File: config.mk
export PLATFORM = sky130hd
export DESIGN_NAME = aliquot_sum_perfect_check
export DESIGN_NICKNAME = d
export VERILOG_FILES = /design/src/design/aspc_pkg.sv /design/src/design/aspc_divider.sv /design/src/design/aspc_ctrl.sv /design/src/design/aliquot_sum_perfect_check.sv
export SDC_FILE = /design/constraint.sdc
export NUM_CORES = 1
export LEC_CHECK = 0
export BUFFER_PORTS_ARGS = -buffer_cell sky130_fd_sc_hd__clkbuf_2
export CORE_ASPECT_RATIO = 1.75
export CORE_MARGIN = 3
export CORE_UTILIZATION = 56
export CTS_CLUSTER_DIAMETER = 150
export DETAILED_ROUTE_END_ITERATION = 7
export PLACE_DENSITY = 0.77
export SLEW_MARGIN = 15
export SYNTH_ARGS = -nofsm -noshare
export SYNTH_HDL_FRONTEND = slang
export SYNTH_HIERARCHICAL = 1
export SYNTH_SLANG_ARGS = --single-unit
File: constraint.sdc
create_clock -name clock -period 3.2 [get_ports clock]
set_input_delay 0.64 -clock clock [delete_from_list [all_inputs] [get_ports clock]]
set_output_delay 0.64 -clock clock [all_outputs]
set_load 0.005 [all_outputs]
File: src/design/aspc_pkg.sv
// ----------------------------------------------------------------------------
// aspc_pkg
// Shared widths, types and codes for the aliquot sum / perfect number checker.
// ----------------------------------------------------------------------------
package aspc_pkg;

   localparam int VALUE_WIDTH = 16;
   localparam int SUM_WIDTH   = 18;
   // accumulator headroom: aliquot sum stays below 16 * value for 16-bit values
   localparam int ACC_WIDTH   = (VALUE_WIDTH + 4 > SUM_WIDTH + 1) ?
                                (VALUE_WIDTH + 4) : (SUM_WIDTH + 1);
   localparam int CNT_WIDTH   = $clog2(VALUE_WIDTH + 1);
   localparam int REQ_DATA_W  = ((VALUE_WIDTH + 7) / 8) * 8;
   localparam int RSP_DATA_W  = ((SUM_WIDTH + 1 + 7) / 8) * 8;

   localparam logic [ACC_WIDTH-1:0] SUM_MAX =
      {{(ACC_WIDTH - SUM_WIDTH){1'b0}}, {SUM_WIDTH{1'b1}}};

   typedef enum logic [1:0] {
      ST_IDLE,
      ST_START,
      ST_WAIT,
      ST_DONE
   } state_type;

   typedef struct packed {
      logic                   start;
      logic [VALUE_WIDTH-1:0] dividend;
      logic [VALUE_WIDTH-1:0] divisor;
   } div_req_type;

   typedef struct packed {
      logic done;
      logic rem_zero;
   } div_rsp_type;

   typedef struct packed {
      logic                 valid;
      logic [SUM_WIDTH-1:0] divisor_sum;
      logic                 is_perfect;
   } result_type;

endpackage

File: src/design/aspc_divider.sv
// ----------------------------------------------------------------------------
// aspc_divider
// Restoring divider, one quotient bit per cycle; reports whether the
// remainder is zero.
// ----------------------------------------------------------------------------
module aspc_divider
   import aspc_pkg::*;
(
   input  logic        clock,
   input  logic        reset,
   input  div_req_type div_req,
   output div_rsp_type div_rsp
);

   logic                   busy_ff,  busy_in;
   logic [CNT_WIDTH-1:0]   count_ff, count_in;
   logic [VALUE_WIDTH-1:0] rem_ff,   rem_in;
   logic [VALUE_WIDTH-1:0] dvd_ff,   dvd_in;
   logic [VALUE_WIDTH-1:0] dsr_ff,   dsr_in;
   logic [VALUE_WIDTH:0]   trial;
   logic [VALUE_WIDTH:0]   diff;

   assign trial = {rem_ff, dvd_ff[VALUE_WIDTH-1]};
   assign diff  = trial - {1'b0, dsr_ff};

   always_comb begin
      busy_in  = busy_ff;
      count_in = count_ff;
      rem_in   = rem_ff;
      dvd_in   = dvd_ff;
      dsr_in   = dsr_ff;
      div_rsp  = '0;
      if (div_req.start) begin
         busy_in  = 1'b1;
         count_in = CNT_WIDTH'(VALUE_WIDTH);
         rem_in   = '0;
         dvd_in   = div_req.dividend;
         dsr_in   = div_req.divisor;
      end else if (busy_ff) begin
         if (count_ff == '0) begin
            busy_in          = 1'b0;
            div_rsp.done     = 1'b1;
            div_rsp.rem_zero = (rem_ff == '0);
         end else begin
            // remainder always below divisor, so it fits back in VALUE_WIDTH
            if (!diff[VALUE_WIDTH]) begin
               rem_in = diff[VALUE_WIDTH-1:0];
            end else begin
               rem_in = trial[VALUE_WIDTH-1:0];
            end
            dvd_in   = {dvd_ff[VALUE_WIDTH-2:0], 1'b0};
            count_in = count_ff - 1'b1;
         end
      end
   end

   always_ff @(posedge clock) begin
      if (reset) begin
         busy_ff  <= 1'b0;
         count_ff <= '0;
      end else begin
         busy_ff  <= busy_in;
         count_ff <= count_in;
      end
      rem_ff <= rem_in;
      dvd_ff <= dvd_in;
      dsr_ff <= dsr_in;
   end

endmodule

File: src/design/aspc_ctrl.sv
// ----------------------------------------------------------------------------
// aspc_ctrl
// Sequencer: walks candidates 1 .. n-1 through the shared divider and
// accumulates the ones that divide n evenly.
// ----------------------------------------------------------------------------
module aspc_ctrl
   import aspc_pkg::*;
(
   input  logic                   clock,
   input  logic                   reset,
   input  logic                   in_valid,
   output logic                   in_ready,
   input  logic [VALUE_WIDTH-1:0] in_value,
   output div_req_type            div_req,
   input  div_rsp_type            div_rsp,
   output result_type             result,
   input  logic                   result_take
);

   state_type              state_ff, state_in;
   logic [VALUE_WIDTH-1:0] n_ff,     n_in;
   logic [VALUE_WIDTH-1:0] d_ff,     d_in;
   logic [ACC_WIDTH-1:0]   acc_ff,   acc_in;
   logic [VALUE_WIDTH-1:0] last_d;

   assign last_d = n_ff - 1'b1;

   always_comb begin
      state_in = state_ff;
      n_in     = n_ff;
      d_in     = d_ff;
      acc_in   = acc_ff;
      in_ready = 1'b0;
      div_req  = '{start: 1'b0, dividend: n_ff, divisor: d_ff};
      result.valid       = 1'b0;
      result.divisor_sum = (acc_ff > SUM_MAX) ? SUM_MAX[SUM_WIDTH-1:0]
                                              : acc_ff[SUM_WIDTH-1:0];
      result.is_perfect  = (n_ff != '0) &&
                           (acc_ff == {{(ACC_WIDTH - VALUE_WIDTH){1'b0}}, n_ff});
      case (state_ff)
         ST_IDLE: begin
            in_ready = 1'b1;
            if (in_valid) begin
               n_in   = in_value;
               d_in   = {{(VALUE_WIDTH - 1){1'b0}}, 1'b1};
               acc_in = '0;
               // zero and one have no proper divisors to test
               if (in_value[VALUE_WIDTH-1:1] == '0) begin
                  state_in = ST_DONE;
               end else begin
                  state_in = ST_START;
               end
            end
         end
         ST_START: begin
            div_req.start = 1'b1;
            state_in      = ST_WAIT;
         end
         ST_WAIT: begin
            if (div_rsp.done) begin
               if (div_rsp.rem_zero) begin
                  acc_in = acc_ff + {{(ACC_WIDTH - VALUE_WIDTH){1'b0}}, d_ff};
               end
               if (d_ff == last_d) begin
                  state_in = ST_DONE;
               end else begin
                  d_in     = d_ff + 1'b1;
                  state_in = ST_START;
               end
            end
         end
         ST_DONE: begin
            result.valid = 1'b1;
            if (result_take) begin
               state_in = ST_IDLE;
            end
         end
         default: begin
            state_in = ST_IDLE;
         end
      endcase
   end

   always_ff @(posedge clock) begin
      if (reset) begin
         state_ff <= ST_IDLE;
      end else begin
         state_ff <= state_in;
      end
      n_ff   <= n_in;
      d_ff   <= d_in;
      acc_ff <= acc_in;
   end

endmodule

File: src/design/aliquot_sum_perfect_check.sv
// ----------------------------------------------------------------------------
// aliquot_sum_perfect_check
// Aliquot sum (sum of proper divisors) of an unsigned number by trial
// division, with a perfect-number flag.
// ----------------------------------------------------------------------------
//
//  channel | dir | handshake           | tdata fields (low bit up)
//  --------+-----+---------------------+-----------------------------------
//  req     | in  | req_tvalid/tready   | value[15:0]
//  rsp     | out | rsp_tvalid/tready   | divisor_sum[17:0], is_perfect[18]
//
//  Run time grows with n: the single restoring divider tests one candidate
//  divisor per pass, one quotient bit per cycle, with a start step and a
//  finish step per pass. Values 0 and 1 skip the divider.
//  One item is in work at a time; req_tready is low until the sequencer
//  is idle again. The result sits in an output register, so the next
//  transfer can be taken while rsp is stalled.
//  Reset: synchronous, active high; clears sequencer and output valid.
// ----------------------------------------------------------------------------
module aliquot_sum_perfect_check
   import aspc_pkg::*;
(
   input  logic                  clock,
   input  logic                  reset,
   input  logic                  req_tvalid,
   output logic                  req_tready,
   input  logic [REQ_DATA_W-1:0] req_tdata,   // value
   output logic                  rsp_tvalid,
   input  logic                  rsp_tready,
   output logic [RSP_DATA_W-1:0] rsp_tdata    // divisor_sum, is_perfect, pad
);

   div_req_type div_req;
   div_rsp_type div_rsp;
   result_type  result;
   logic        out_free;

   logic                  rsp_valid_ff, rsp_valid_in;
   logic [RSP_DATA_W-1:0] rsp_data_ff,  rsp_data_in;

   // output register empty, or emptied by a transfer this cycle
   assign out_free = !rsp_valid_ff || rsp_tready;

   aspc_ctrl u_ctrl (
      .clock       (clock),
      .reset       (reset),
      .in_valid    (req_tvalid),
      .in_ready    (req_tready),
      .in_value    (req_tdata[VALUE_WIDTH-1:0]),   // any upper pad bits are ignored
      .div_req     (div_req),
      .div_rsp     (div_rsp),
      .result      (result),
      .result_take (out_free)
   );

   aspc_divider u_divider (
      .clock   (clock),
      .reset   (reset),
      .div_req (div_req),
      .div_rsp (div_rsp)
   );

   always_comb begin
      rsp_valid_in = rsp_valid_ff;
      rsp_data_in  = rsp_data_ff;
      if (out_free) begin
         rsp_valid_in = result.valid;
         if (result.valid) begin
            rsp_data_in = {{(RSP_DATA_W - SUM_WIDTH - 1){1'b0}},
                           result.is_perfect, result.divisor_sum};
         end
      end
   end

   always_ff @(posedge clock) begin
      if (reset) begin
         rsp_valid_ff <= 1'b0;
      end else begin
         rsp_valid_ff <= rsp_valid_in;
      end
      rsp_data_ff <= rsp_data_in;
   end

   assign rsp_tvalid = rsp_valid_ff;
   assign rsp_tdata  = rsp_data_ff;

   // one item at a time: no second transfer right after an accepted one
   a_busy_after_accept: assert property (@(posedge clock) disable iff (reset)
      req_tvalid && req_tready |=> !req_tready)
      else $error("req accepted twice in a row");

   // a finished result waits in the sequencer until the output register frees
   a_result_held: assert property (@(posedge clock) disable iff (reset)
      result.valid && !out_free |=> result.valid)
      else $error("result dropped while output register full");

   // output register only fills from a finished result
   a_rsp_source: assert property (@(posedge clock) disable iff (reset)
      $rose(rsp_tvalid) |-> $past(result.valid))
      else $error("rsp_tvalid without a finished result");

   // the sequencer never accepts input while its own result is pending
   a_idle_excl: assert property (@(posedge clock) disable iff (reset)
      result.valid |-> !req_tready)
      else $error("ready while result pending");

endmodule
==> Flow_metrics.wiki <==
{| class="wikitable"
! Metric !! Value
|-
| Netlist area before placement || 7530 um2
|-
| Area added between synthesis and finish || 13.7%
|-
| Standard cell core area || 13,100 um2
|-
| HPWL reported at the end of detailed placement || 13,700 um
|-
| Category of the worst setup path capture point || register
|-
| Die Footprint || 14,900 um2
|-
| Pwr Total || 5.16 mW
|-
| Number of standard cells after synthesis || 708
|-
| Number of max-slew violations in the final report || 0
|-
| Crit-path cells || ha_1 > inv_1 > fa_1 > nor2b_1 > o31a_1 > o211ai_1 > a21boi_0 > o22ai_1 > o211ai_1 > o31ai_1
|-
| Worst path buffer plus inverter count || 1
|-
| CTS root buf || sky130_fd_sc_hd__clkbuf_16
|-
| Crit-path max FO || 4
|-
| Worst endpoint required time || 3.35 ns
|-
| Outcome || complete, no violations
|-
| Drt total wl || 18,600 um
|-
| Global-route wire length before repair || 29,500 um
|-
| Slew margin rel. || 47.0%
|-
| Top FF cell, synth || sky130_fd_sc_hd__edfxtp_1
|-
| Worst R2R End || u_ctrl/acc_ff[18]
|-
| Worst ir drop on vdd || 0.398 mV
|-
| Die Width || 93.7 um
|-
| Worst-Skew Late Latency || 0.41 ns
|-
| Startpoint of the most critical register-to-register path || u_ctrl/acc_ff[0]
|-
| Master of the slowest instance on the critical path || sky130_fd_sc_hd__a21boi_0
|-
| I/O pins || 46
|-
| Synth Register Bits || 128
|-
| IO Port Bufs || 40
|-
| Number of logic stages on the critical path including buffering || 10
|-
| Category of cells accounting for the largest share of critical-path delay || compound AO/OA/AOI/OAI gates
|-
| Fin nets || 819
|-
| Final number of hold-violating endpoints || 0
|-
| Setup TNS Final || 0 ns
|-
| Number of iterations in the first detailed-routing pass || 5
|-
| Worst path arrival time || 3.08 ns
|-
| Number of cells traversed by the worst register-to-register path || 10
|-
| Largest net degree at the start of global routing || 32
|-
| Highest achievable clock rate || 0.341 GHz
|-
| Commonest cells after routing, fill and taps aside || sky130_fd_sc_hd__edfxtp_1, sky130_fd_sc_hd__nor2_1, sky130_fd_sc_hd__nand2_1
|-
| Fin Hold WS || 0.415 ns
|-
| Fraction of final layout cells sized beyond drive strength 1 || 16.4%
|-
| Minimum clock period after layout || 2.93 ns
|-
| Final RePlAce weighted congestion || 0.972
|-
| Number of max-cap violations || 0
|-
| Timing endpoint of the critical path || u_ctrl/acc_ff[18]
|-
| # resized after CTS || 0
|-
| Final worst clock skew || 0.00814 ns
|-
| Number of different library cells in the post-synthesis netlist || 67
|-
| Static leakage || 3.30 nW
|-
| Class of the tightest hold or removal check || in -> reg
|-
| Initial core utilization || 57.6%
|-
| Instance count after placement with tap cells included || 914
|-
| Warning count from the yosys run || 6
|-
| Share of the core filled with cells in the final layout || 65.5%
|-
| Max clock buf depth || 2
|-
| Unrepaired setup endpoints after global routing || no
|-
| Number of routed nets with antenna violations || 0
|-
| Number of failing setup endpoints in the final timing report || 0
|-
| Iteration-0 DRC Markers || 413
|-
| Average cell area after synthesis || 10.6 um2
|-
| Fraction of synthesis flops using an asynchronous set or reset pin || 0%
|-
| Routed via count || 5,795
|-
| Non-filler instance count after layout || 946
|-
| Total track usage || 25.7%
|-
| Number of global-route vias before repair || 5,802
|-
| DRC violations left || 0
|-
| Number of antenna violations at the first check in global routing || 0
|-
| Count of flip-flops with a built-in enable after synthesis || 103
|-
| Pin slew with the least headroom to its limit || 0.787 ns
|-
| TritonCTS sink count || 128
|-
| ANT cells || 0
|-
| Library cell appearing most often on the critical path || sky130_fd_sc_hd__o211ai_1
|-
| Average wire per cell in the routed design || 19.7 um
|-
| Launch point of the critical path || u_ctrl/acc_ff[0]
|-
| CTS buffer count || 17
|-
| Cell count of the worst hold path || 1
|-
| Critical Path Source Type || register
|-
| Die height || 159 um
|-
| Most common cell after layout, fill and taps aside || sky130_fd_sc_hd__edfxtp_1
|-
| Final period util || 91.6%
|-
| Largest stage delay on the critical path || 0.42 ns
|-
| Startpoint-to-endpoint class of the critical path || reg -> reg
|-
| Depth of the CTS H-tree || 4
|-
| R2R setup slack || 0.27 ns
|-
| Ratio of routed vias to standard cells || 6.13
|-
| Proportion of synthesized chip area in sequential cells || 47.7%
|-
| Remaining global-route overflow || 0
|-
| Post-CTS setup buffer count || 0
|-
| Clock-pin slew on the worst setup and hold paths || 0.06 ns
|-
| Power density cells || 603 nW/um2
|-
| Clock tree from TritonCTS || yes
|-
| Hold-fix buffer count after cts || 0
|-
| Core Rows || 55
|}
## cell type report
type	instances	area, um2
clock inverter	15	160
clock buffer	17	425
inverter	31	116
fill	1018	4510
sequential	128	3590
timing repair buffer	62	365
tap	171	214
multi-input combinational	522	3690
## flip-flops by register name (all words and copies together), names as in the netlist, 2 cells and up
name / cells
u_divider/dsr_ff: 16
u_ctrl/acc_ff: 20
u_divider/dvd_ff: 16
u_divider/rem_ff: 16
u_ctrl/d_ff: 16
u_ctrl/state_ff: 2
u_divider/count_ff: 5
u_ctrl/n_ff: 16
rsp_tdata: 19
## power breakdown
group / internal [mW] / switching (mW) / total (mW) / leakage (nW)
Clock: 1.15 / 0.743 / 1.90 / 0.280
Combinational: 0.499 / 0.635 / 1.13 / 1.85
Sequential: 1.96 / 0.171 / 2.13 / 1.17
## kinds of logic after synthesis
logic type               count (synthesis)  share of synthesized area [%]
buffers and inverters                   62                           3.69
AO/OA/AOI/OAI                          132                           11.7
XOR/XNOR                                79                           9.44
adder cells (fa/ha/maj)                 37                           6.35
AND/OR/NAND/NOR                        241                           17.1
other                                    1                         0.0498
flip-flops                             128                           47.7
multiplexers                            28                           3.97
## synth_stat cells (all sizes together), types with 2 or more instances
cell type  instances  area (um2)
a2111oi            2        17.5
a211oi            13         108
a21boi             3        22.5
a21o               8        60.1
a21oi             37         196
a22oi              2        15.0
a31oi              4        25.0
and2              10        67.6
and3              13        81.3
buf               12        90.1
clkbuf            19        71.3
dfxtp             25         500
edfxtp           103        3090
fa                 2        40.0
ha                35         438
inv               31         116
mux2              15         169
mux2i             13         130
nand2             41         154
nand2b            10        70.1
nand3             16        80.1
nand3b             2        15.0
nand4             10        62.6
nor2              59         221
nor2b             10        62.6
nor3              21         105
nor3b              2        15.0
nor4              16         134
o2111ai            2        17.5
o211ai            10        80.1
o21a               8        60.1
o21ai             27         139
o21bai             4        30.0
o311ai             2        17.5
o31a               2        17.5
o31ai              2        15.0
or3               21         131
or4                2        15.0
or4b               2        20.0
xnor2             39         360
xor2              40         350
## how the worst min path moves through the flow
stage	startpoint	endpoint	slack (ns)
floorplan	u_divider/rem_ff[10]	u_divider/rem_ff[10]	0.47
global placement	u_divider/rem_ff[12]	u_divider/rem_ff[12]	0.49
detailed placement	u_divider/rem_ff[6]	u_divider/rem_ff[6]	0.50
CTS	req_tdata[14]	u_ctrl/n_ff[14]	0.40
global route	req_tdata[14]	u_ctrl/n_ff[14]	0.40
finish	req_tdata[11]	u_ctrl/n_ff[11]	0.42
## per-stage QoR
step                instance area [um2]  setup WS (ns)
global route                       8560          0.142
finish                             8560          0.270
detailed placement                 7980          0.334
floorplan                          7550         0.0805
CTS                                8560          0.318
global placement                   7980          0.401
## layer usage
layer	part of all wire (%)	vias to the layer above	GRT usage, %
met5	0	-	0
met4	4.6	0	14.9
met3	4.1	64	4.49
met2	54	204	45.3
met1	38	2826	28.4
li1	-	2701	-
(Power assumes the default switching activity.)
